## config.mk

```make
export PLATFORM = sky130hd
export DESIGN_NAME = bitmap_first_fit_allocator_unit
export DESIGN_NICKNAME = d
export VERILOG_FILES = /design/src/design/bffa_pkg.sv /design/src/design/bitmap_first_fit_allocator_unit.sv
export SDC_FILE = /design/constraint.sdc
export NUM_CORES = 1
export LEC_CHECK = 0
export BUFFER_PORTS_ARGS = -buffer_cell sky130_fd_sc_hd__buf_2
export CORE_ASPECT_RATIO = 0.5
export CORE_UTILIZATION = 62
export DETAILED_ROUTE_END_ITERATION = 7
export GPL_ROUTABILITY_DRIVEN = 0
export GPL_TIMING_DRIVEN = 0
export HOLD_SLACK_MARGIN = 0.12
export PLACE_DENSITY = 0.83
export SYNTH_ARGS = -nofsm -noshare
export SYNTH_HDL_FRONTEND = slang
export SYNTH_SLANG_ARGS = --single-unit
```

## constraint.sdc

```tcl
create_clock -name i_clk -period 3.4 [get_ports i_clk]
set_clock_uncertainty 0.05 [all_clocks]
set_input_delay 1.02 -clock i_clk [delete_from_list [all_inputs] [get_ports i_clk]]
set_output_delay 1.02 -clock i_clk [all_outputs]
set_load 0.005 [all_outputs]
```

## src/design/bffa_pkg.sv

```systemverilog
package bffa_pkg;

    // Default pool size, in blocks.
    localparam int NUM_BLOCKS_DEF = 256;

    // Fixed widths of the request and result fields.
    localparam int BLOCK_COUNT_W = 9;
    localparam int START_BLOCK_W = 8;
    localparam int BLOCKS_LEFT_W = 9;

endpackage

```

## src/design/bitmap_first_fit_allocator_unit.sv

```systemverilog
// A request for zero blocks, or for more blocks than the pool holds, is answered in the cycle
// after it is taken. Any other request is answered after the scan pass on failure, and after the
// scan pass and the mark pass on success.
// A new request is taken only while idle. The used map turns through a one-bit scan position once
// to search and once more to mark the run. After a pass, busy falls as the result strobe rises; no stalls.
// Reset (synchronous, active low) frees every block and clears the start map at once.
module bitmap_first_fit_allocator_unit #(
    parameter int NUM_BLOCKS = bffa_pkg::NUM_BLOCKS_DEF
) (
    input  logic                              i_clk,
    input  logic                              i_rst_n,
    input  logic                              start,
    output logic                              busy,
    input  logic [bffa_pkg::BLOCK_COUNT_W-1:0] i_block_count,
    output logic                              o_strobe,
    output logic                              o_granted,
    output logic [bffa_pkg::START_BLOCK_W-1:0] o_start_block,
    output logic [bffa_pkg::BLOCKS_LEFT_W-1:0] o_blocks_left
);
    import bffa_pkg::*;

    localparam int IW = (NUM_BLOCKS > 1) ? $clog2(NUM_BLOCKS) : 1;
    localparam int CW = $clog2(NUM_BLOCKS + 1);
    localparam logic [IW-1:0] LAST_IDX = IW'(NUM_BLOCKS - 1);

    localparam logic [1:0] ST_IDLE = 2'd0;
    localparam logic [1:0] ST_SCAN = 2'd1;
    localparam logic [1:0] ST_MARK = 2'd2;

    logic [1:0]               r_state, n_state;
    logic [NUM_BLOCKS-1:0]    r_used, n_used;
    logic [NUM_BLOCKS-1:0]    r_start_map, n_start_map;
    logic [CW-1:0]            r_free, n_free;
    logic [IW-1:0]            r_idx, n_idx;
    logic [BLOCK_COUNT_W-1:0] r_len, n_len;
    logic [BLOCK_COUNT_W-1:0] r_run, n_run;
    logic [BLOCK_COUNT_W-1:0] r_rem, n_rem;
    logic [IW-1:0]            r_begin, n_begin;
    logic [IW-1:0]            r_first, n_first;
    logic                     r_found, n_found;
    logic                     r_strobe, n_strobe;
    logic                     r_granted, n_granted;
    logic [IW-1:0]            r_res_start, n_res_start;

    logic                     bit_used;
    logic                     mark;
    logic                     at_first;
    logic                     len_bad;
    logic [BLOCK_COUNT_W-1:0] run_inc;

    assign bit_used = r_used[0];
    assign at_first = (r_idx == r_first);
    assign mark     = (r_state == ST_MARK) && (at_first || (r_rem != '0));
    assign run_inc  = r_run + BLOCK_COUNT_W'(1);
    assign len_bad  = (i_block_count == '0) || (32'(i_block_count) > NUM_BLOCKS);

    // Next-state logic: rotate the maps one block per cycle while scanning or marking.
    always_comb begin
        n_state     = r_state;
        n_used      = r_used;
        n_start_map = r_start_map;
        n_free      = r_free;
        n_idx       = r_idx;
        n_len       = r_len;
        n_run       = r_run;
        n_rem       = r_rem;
        n_begin     = r_begin;
        n_first     = r_first;
        n_found     = r_found;
        n_strobe    = 1'b0;
        n_granted   = r_granted;
        n_res_start = r_res_start;
        case (r_state)
            ST_IDLE: begin
                if (start) begin
                    n_len   = i_block_count;
                    n_idx   = '0;
                    n_run   = '0;
                    n_found = 1'b0;
                    if (len_bad) begin
                        // Zero or oversized request fails without a scan.
                        n_strobe    = 1'b1;
                        n_granted   = 1'b0;
                        n_res_start = '0;
                    end else begin
                        n_state = ST_SCAN;
                    end
                end
            end
            ST_SCAN: begin
                n_used      = {r_used[0], r_used[NUM_BLOCKS-1:1]};
                n_start_map = {r_start_map[0], r_start_map[NUM_BLOCKS-1:1]};
                n_idx       = r_idx + IW'(1);
                // Track the current free run until the first one long enough shows up.
                if (!r_found) begin
                    if (bit_used) begin
                        n_run = '0;
                    end else begin
                        n_run = run_inc;
                        if (r_run == '0) begin
                            n_begin = r_idx;
                        end
                        if (run_inc == r_len) begin
                            n_found = 1'b1;
                            n_first = (r_run == '0) ? r_idx : r_begin;
                        end
                    end
                end
                // A run that completes on the top block still counts as found.
                if (r_idx == LAST_IDX) begin
                    n_idx = '0;
                    n_rem = '0;
                    if (n_found) begin
                        n_state = ST_MARK;
                    end else begin
                        n_state     = ST_IDLE;
                        n_strobe    = 1'b1;
                        n_granted   = 1'b0;
                        n_res_start = '0;
                    end
                end
            end
            ST_MARK: begin
                n_used      = {r_used[0] | mark, r_used[NUM_BLOCKS-1:1]};
                n_start_map = {r_start_map[0] | at_first, r_start_map[NUM_BLOCKS-1:1]};
                n_idx       = r_idx + IW'(1);
                // The run counter reloads at its first block and counts down the rest.
                if (mark) begin
                    n_rem = (at_first ? r_len : r_rem) - BLOCK_COUNT_W'(1);
                end
                if (r_idx == LAST_IDX) begin
                    n_idx       = '0;
                    n_state     = ST_IDLE;
                    n_strobe    = 1'b1;
                    n_granted   = 1'b1;
                    n_res_start = r_first;
                    n_free      = (32'(r_free) >= 32'(r_len)) ? r_free - CW'(r_len) : '0;
                end
            end
            default: begin
                n_state = ST_IDLE;
            end
        endcase
    end

    // Control state and both maps are cleared by reset.
    always_ff @(posedge i_clk) begin
        if (!i_rst_n) begin
            r_state     <= ST_IDLE;
            r_used      <= '0;
            r_start_map <= '0;
            r_free      <= CW'(NUM_BLOCKS);
            r_idx       <= '0;
            r_rem       <= '0;
            r_found     <= 1'b0;
            r_strobe    <= 1'b0;
        end else begin
            r_state     <= n_state;
            r_used      <= n_used;
            r_start_map <= n_start_map;
            r_free      <= n_free;
            r_idx       <= n_idx;
            r_rem       <= n_rem;
            r_found     <= n_found;
            r_strobe    <= n_strobe;
        end
    end

    // Working payload registers need no reset.
    always_ff @(posedge i_clk) begin
        r_len       <= n_len;
        r_run       <= n_run;
        r_begin     <= n_begin;
        r_first     <= n_first;
        r_granted   <= n_granted;
        r_res_start <= n_res_start;
    end

    assign busy          = (r_state != ST_IDLE);
    assign o_strobe      = r_strobe;
    assign o_granted     = r_granted;
    assign o_start_block = START_BLOCK_W'(r_res_start);
    assign o_blocks_left = BLOCKS_LEFT_W'(r_free);

    // Marking happens only after a run was found.
    a_mark_found: assert property (@(posedge i_clk) disable iff (!i_rst_n)
        r_state == ST_MARK |-> r_found)
        else $error("mark pass without a found run");

    // The free count never exceeds the pool size.
    a_free_bound: assert property (@(posedge i_clk) disable iff (!i_rst_n)
        32'(r_free) <= NUM_BLOCKS)
        else $error("free count above pool size");

    // The mark countdown is spent whenever the block is idle.
    a_rem_idle: assert property (@(posedge i_clk) disable iff (!i_rst_n)
        r_state == ST_IDLE |-> r_rem == '0)
        else $error("mark countdown left over");

    // A result follows either a pass over the map or a request taken while idle.
    a_strobe_src: assert property (@(posedge i_clk) disable iff (!i_rst_n)
        r_strobe |-> ($past(r_state) != ST_IDLE) || $past(start))
        else $error("result strobe without a request");

endmodule
```

==> results of run 1 <==
## synthesized netlist by cell type, types with 6 or more instances
| cell type | instances |
|---|---|
| a21o_1 | 6 |
| a21oi_1 | 16 |
| and2_1 | 16 |
| buf_1 | 19 |
| buf_2 | 9 |
| clkbuf_1 | 42 |
| dfxtp_1 | 286 |
| edfxtp_1 | 43 |
| ha_1 | 17 |
| inv_1 | 28 |
| mux2_2 | 10 |
| mux2i_1 | 256 |
| nand2_1 | 31 |
| nand3_1 | 16 |
| nor2_1 | 31 |
| nor2b_1 | 266 |
| nor3_1 | 10 |
| nor4_1 | 6 |
| o21ai_0 | 20 |
| o22ai_1 | 7 |
| xnor2_1 | 28 |
| xor2_1 | 9 |
## power groups by stage
stage                     Sequential [mW]  Combinational (mW)  Clock, mW
after floorplan                      4.38                2.81          0
after global placement               4.42                3.27          0
after detailed placement             4.43                3.35          0
after CTS                            4.34                3.39       3.35
after global routing                 4.36                3.63       3.52
final                                4.35                3.40       3.30
## registers in the layout, summed over array words and instances, names as in the netlist, 2 cells and up
register	flops
r_len	9
r_idx	8
o_blocks_left	9
r_run	9
r_rem	9
r_first	8
r_state	2
r_used	256
o_start_block	8
r_begin	8
## worst reg2reg max path, stage by stage, from the launching register on
cell and delay (ns):
dfxtp_1 0.48, xnor2_1 0.16, nand4_1 0.27, nor2_4 0.25, buf_2 0.25, buf_2 0.26
mux2i_1 0.23, ha_2 0.32, inv_1 0.13, or3_2 0.46, a31oi_1 0.23, a211o_1 0.13
## cell usage in the layout (no fill, tap or decap), drive strengths merged, types with 8 or more instances in the layout
cell type  instances
xnor2             28
nand3             16
mux2              10
inv               28
xor2               9
clkbuf            77
dfxtp            286
ha                17
o21ai             21
nor4               8
edfxtp            43
nand2             32
buf               59
nor2b            266
a21oi             16
mux2i            256
nor3              11
and2              16
nor2              31
## logic make-up after synthesis
| kind of cell | after synthesis | synth area share, % |
|---|---|---|
| AND/OR/NAND/NOR | 412 | 17.9 |
| XOR/XNOR | 39 | 2.70 |
| AO/OA/AOI/OAI | 81 | 4.02 |
| multiplexers | 266 | 19.6 |
| buffers and inverters | 98 | 2.77 |
| flip-flops | 329 | 51.4 |
| adder cells (fa/ha/maj) | 18 | 1.70 |
## per-stage QoR
stage | power, mW | instances | hold WS [ns]
floorplan | 7.19 | 1243 | 0.406
detailed placement | 7.78 | 1566 | 0.425
CTS | 11.1 | 1614 | 0.438
global route | 11.5 | 1614 | 0.462
finish | 11.0 | 1614 | 0.438
global placement | 7.69 | 1566 | 0.414
## layout make-up
class                           count  share of cell area, %
Clock inverter                     13                   1.15
Sequential cell                   329                   46.3
Inverter                           28                  0.693
Buffer                             69                   1.78
Tap cell                          292                   2.41
Multi-Input combinational cell    816                   41.5
Timing Repair Buffer               31                   1.02
Clock buffer                       36                   5.15
## path summary, 6_finish.rpt
| check | from | end |
|---|---|---|
| worst max-delay path | r_idx[0] | r_rem[2] |
| worst max register to register | r_idx[0] | r_rem[2] |
| worst min register to register | o_blocks_left[6] | o_blocks_left[6] |
| worst min-delay path | o_blocks_left[6] | o_blocks_left[6] |
## repair_timing
action / 4_1_cts / 5_1_grt
hold endpoints to repair: 0 / 0
endpoints found under the setup margin: 1 / 9
hold buffers: 0 / 0
resized for setup: 1 / 4
## per-layer routing
layer	GRT usage, %	up-vias
li1	-	4333
met3	3.63	52
met5	0	-
met1	27.2	4086
met2	36.7	142
met4	6.11	0
==> flow_summary.toml, run 1 <==
[cells_and_area]
fin_area_um2 = 15200
syn_to_final_growth_pct = 11.0
num_antenna_cells = 0
layout-drive-gt1-share_pct = 8.70
seq_area_um2 = 7020
final_core_util_pct = 72.0
fillers = 1443
multi_input_area_um2 = 6290
nets = 1332

[routing]
routedLengthMet1_mm = 11.2
maxUsedRoutingLayer = "met4"
wl_met3_um = 779
ant_nets = 0
routed_via_density = 5.34
wl_per_cell_um = 14.6
drtIter0Drc = 589
wl_mm = 23.6
vias = 8613
wl_met2_mm = 11.1
drc = 0
dr.pass1.iters = 5

[place]
dp_hpwl_mm = 16.1
pre_cts_slack_ns = -0.171
post_dp_cell_area_um2 = 14200
io_buffers = 31

[yosys]
ys_top_cells_by_area = "dfxtp_1 42%, mux2i_1 19%, nor2b_1 12%"
synth-seq-cells = 329
yosysWarnings = 0
synth_top_area_share_pct = 41.9
synth_cell_types = 55
synth-main-ff-cell = "dfxtp_1"
ys_seq_area_share_pct = 51.4
synthCells = 1243
synth_area_um2 = 13700
synth_fp_nets = 1273
synth-async-reset-ratio_pct = 0
yosys.area.top_type = "dfxtp_1"
synth.avg_cell_area_um2 = 11.0
synth_edf_count = 43

[global_routing]
overflow = 0
grt_pass1_vias = 8504
antenna_found_initial = 0
grt_usage_pct = 21.2
grt_start_max_net_pins = 18
grt_pass1_wl_mm = 39.7

[die]
core-area_um2 = 21100
dieHeight_um = 107
die_w_um = 212
start_util_pct = 64.9
die-area_um2 = 22700
pin_count = 32
num_rows = 37

[pwr]
swShare_pct = 30.9
switchingPower_mw = 3.41
seq_power_share_pct = 39.4
max-vdd-ir-drop_v = 0.000343
comb_power_share_pct = 30.8
powerDensity_nw_per_um2 = 728
clkPwrFrac_pct = 29.9
power.internal_mw = 7.63
p_leak_nw = 5.54

[critical_path]
cp.arrival_ns = 3.68
cp-end-kind = "register"
slowest_stage = "dfxtp_1"
crit_fanout = 10
cp.depth = 11
cp_cell_sequence = "xnor2_1 > nand4_1 > nor2_4 > buf_2 > buf_2 > mux2i_1 > ha_2 > inv_1 > or3_2 > a31oi_1 > a211o_1"
criticalPathCategory = "register to register"
rrSetupSlack_ns = 0.14
worst_path_dominant_cell_family = "simple AND/OR/NAND/NOR gates"
cpPeakStageDelay_ns = 0.48
rr_worst_depth = 11
worstSetupStartpointType = "register"
path_buf_inv = 3
crit_path_frequent_cell = "buf_2"
required_ns = 3.82

[clocking]
cts_setup_buffers = 0
cts.clk_slew.worst_paths_ns = 0.07
numCtsBuffers = 27
cts_root_buf = "clkbuf_16"
cts_tree = "built"
clk_latency_ns = 0.52
clockBufferDepth = 3
cts_max_level = 1
clock-sinks = 329

[sta]
fin_setup_tns_ns = 0
drv_slew = 0
period_share_pct = 95.8
finalSetupViolations = 0
min_period_ns = 3.26
slew_headroom_pct = 43.6
fmax_mhz = 307
tightest_slew_ns = 0.843
hold_violations = 0
layout_setup_ws_ns = 0.143

[run_status]
outcome = "completed"

[flow_run]
maxCapViolations = 0

[hold_path]
hold_class = "register to register"
whs_path_depth = 2
Power figures use the tool's default switching activity.
==> run 2, diff against run 1 <==
- PLACE_DENSITY: 0.83 -> 0.75
==> run 2 against run 1 <==
  * Cell count grew 0.12%
  * Combinational power is essentially flat
  * Sequential share of layout area shrank 0.17 points
  * Critical path type unchanged
  * Largest cell class unchanged
==> flow_summary.toml, run 2 (synthesized netlist as in run 1, its figures left out) <==
[run_status]
outcome = "completed"

[clocking]
clockBufferDepth = 3
clock-sinks = 329
hold_buffers = 0
numCtsBuffers = 29
ctsResizeCount = 1
cts_setup_buffers = 0
clk_latency_ns = 0.56
cts.clk_slew.worst_paths_ns = 0.07
cts_tree = "built"
cts_root_buf = "clkbuf_16"
cts_max_level = 1

[sta]
slew_headroom_pct = 40.8
period_share_pct = 94.9
whs_ns = 0.437
hold_violations = 0
rsz0062_at_grt = "no"
finalSetupViolations = 0
min_period_ns = 3.23
drv_slew = 0
fmax_mhz = 310
tightest_slew_ns = 0.885

[die]
die_w_um = 212
start_util_pct = 64.9
core-area_um2 = 21100
die-area_um2 = 22700
dieHeight_um = 107
num_rows = 37
pin_count = 32

[routing]
ant_nets = 0
drc = 0
drtIter0Drc = 448
wl_per_cell_um = 14.2
vias = 8516
dr.pass1.iters = 5
routed_via_density = 5.27
wl_mm = 22.9

[critical_path]
crit_path_frequent_cell = "buf_2"
rrSetupSlack_ns = 0.17
worstSetupStartpointType = "register"
cp-end-kind = "register"
slowest_stage = "dfxtp_1"
criticalPathCategory = "register to register"
required_ns = 3.85
cp.arrival_ns = 3.68
cpPeakStageDelay_ns = 0.48
cp_cell_sequence = "xnor2_1 > nand4_1 > nor2_4 > buf_2 > buf_2 > mux2i_1 > ha_2 > inv_1 > or3_2 > a31oi_1 > a211o_1"
crit_fanout = 10

[global_routing]
grt_pass1_vias = 8238
grt_start_max_net_pins = 16
antenna_found_initial = 0
grt_pass1_wl_mm = 39.0
overflow = 0
grt_usage_pct = 20.8

[pwr]
p_leak_nw = 5.57
max-vdd-ir-drop_v = 0.000556
p_total_mw = 11.2
powerDensity_nw_per_um2 = 735

[flow_run]
maxCapViolations = 0

[cells_and_area]
syn_to_final_growth_pct = 11.4
final_common_cell = "dfxtp_1"
nets = 1334
layout_common_cells = "286 x dfxtp_1, 266 x nor2b_1, 256 x mux2i_1"
layout-drive-gt1-share_pct = 8.61
regMostFlops = "r_used"
fin_area_um2 = 15200
num_antenna_cells = 0
final_cells = 1616
largest_register_ffs = 256

[place]
placed_cells = 1566
dp_hpwl_mm = 15.5
io_buffers = 31
post_dp_cell_area_um2 = 14200

[hold_path]
hold_class = "register to register"
[run 2: report_power, final]
part	switching (mW)	leakage (nW)	internal [mW]
logic	1.89	2.36	1.52
registers	0.147	2.71	4.19
clock network	1.43	0.500	2.01
total	3.46	5.57	7.72
[run 2: final cells by class]
cell class / instances / area, um2
Multi-Input combinational cell: 816 / 6290
Buffer: 69 / 270
Tap cell: 292 / 365
Clock inverter: 11 / 183
Clock buffer: 40 / 827
Inverter: 28 / 105
Fill cell: 1527 / 5850
Timing Repair Buffer: 31 / 155
Sequential cell: 329 / 7020
[run 2: per-layer routing]
metal / track usage [%] / wire (um) / up-vias
met5: 0 / 0 / -
met4: 4.35 / 366 / 0
met3: 3.81 / 1010 / 31
met1: 28.6 / 11400 / 3962
li1: - / - / 4371
met2: 34.4 / 10100 / 152
[run 2: critical path: cells and delay by family (launching register included)]
family / cells / cell delay, ns
XOR/XNOR: 1 / 0.16
adder cells (fa/ha/maj): 1 / 0.32
AO/OA/AOI/OAI: 2 / 0.32
multiplexers: 1 / 0.26
AND/OR/NAND/NOR: 3 / 0.95
buffers and inverters: 3 / 0.64
flip-flops: 1 / 0.48
[run 2: final timing paths]
kind	startpoint	to	depth (start not counted)
setup / recovery	r_idx[0]	r_rem[2]	11
hold / removal	o_blocks_left[8]	o_blocks_left[8]	2
setup reg to reg	r_idx[0]	r_rem[2]	11
hold reg to reg	o_blocks_left[8]	o_blocks_left[8]	2
[run 2: per-stage QoR]
step | TNS [ns] | utilization, % | setup slack (ns)
global route | 0 | 72.2 | 0.0198
CTS | 0 | 72.2 | 0.0336
finish | 0 | 72.2 | 0.173
detailed placement | -0.139 | 67.4 | -0.139
floorplan | 0 | - | 0.476
global placement | -2.70 | 67.3 | -0.326
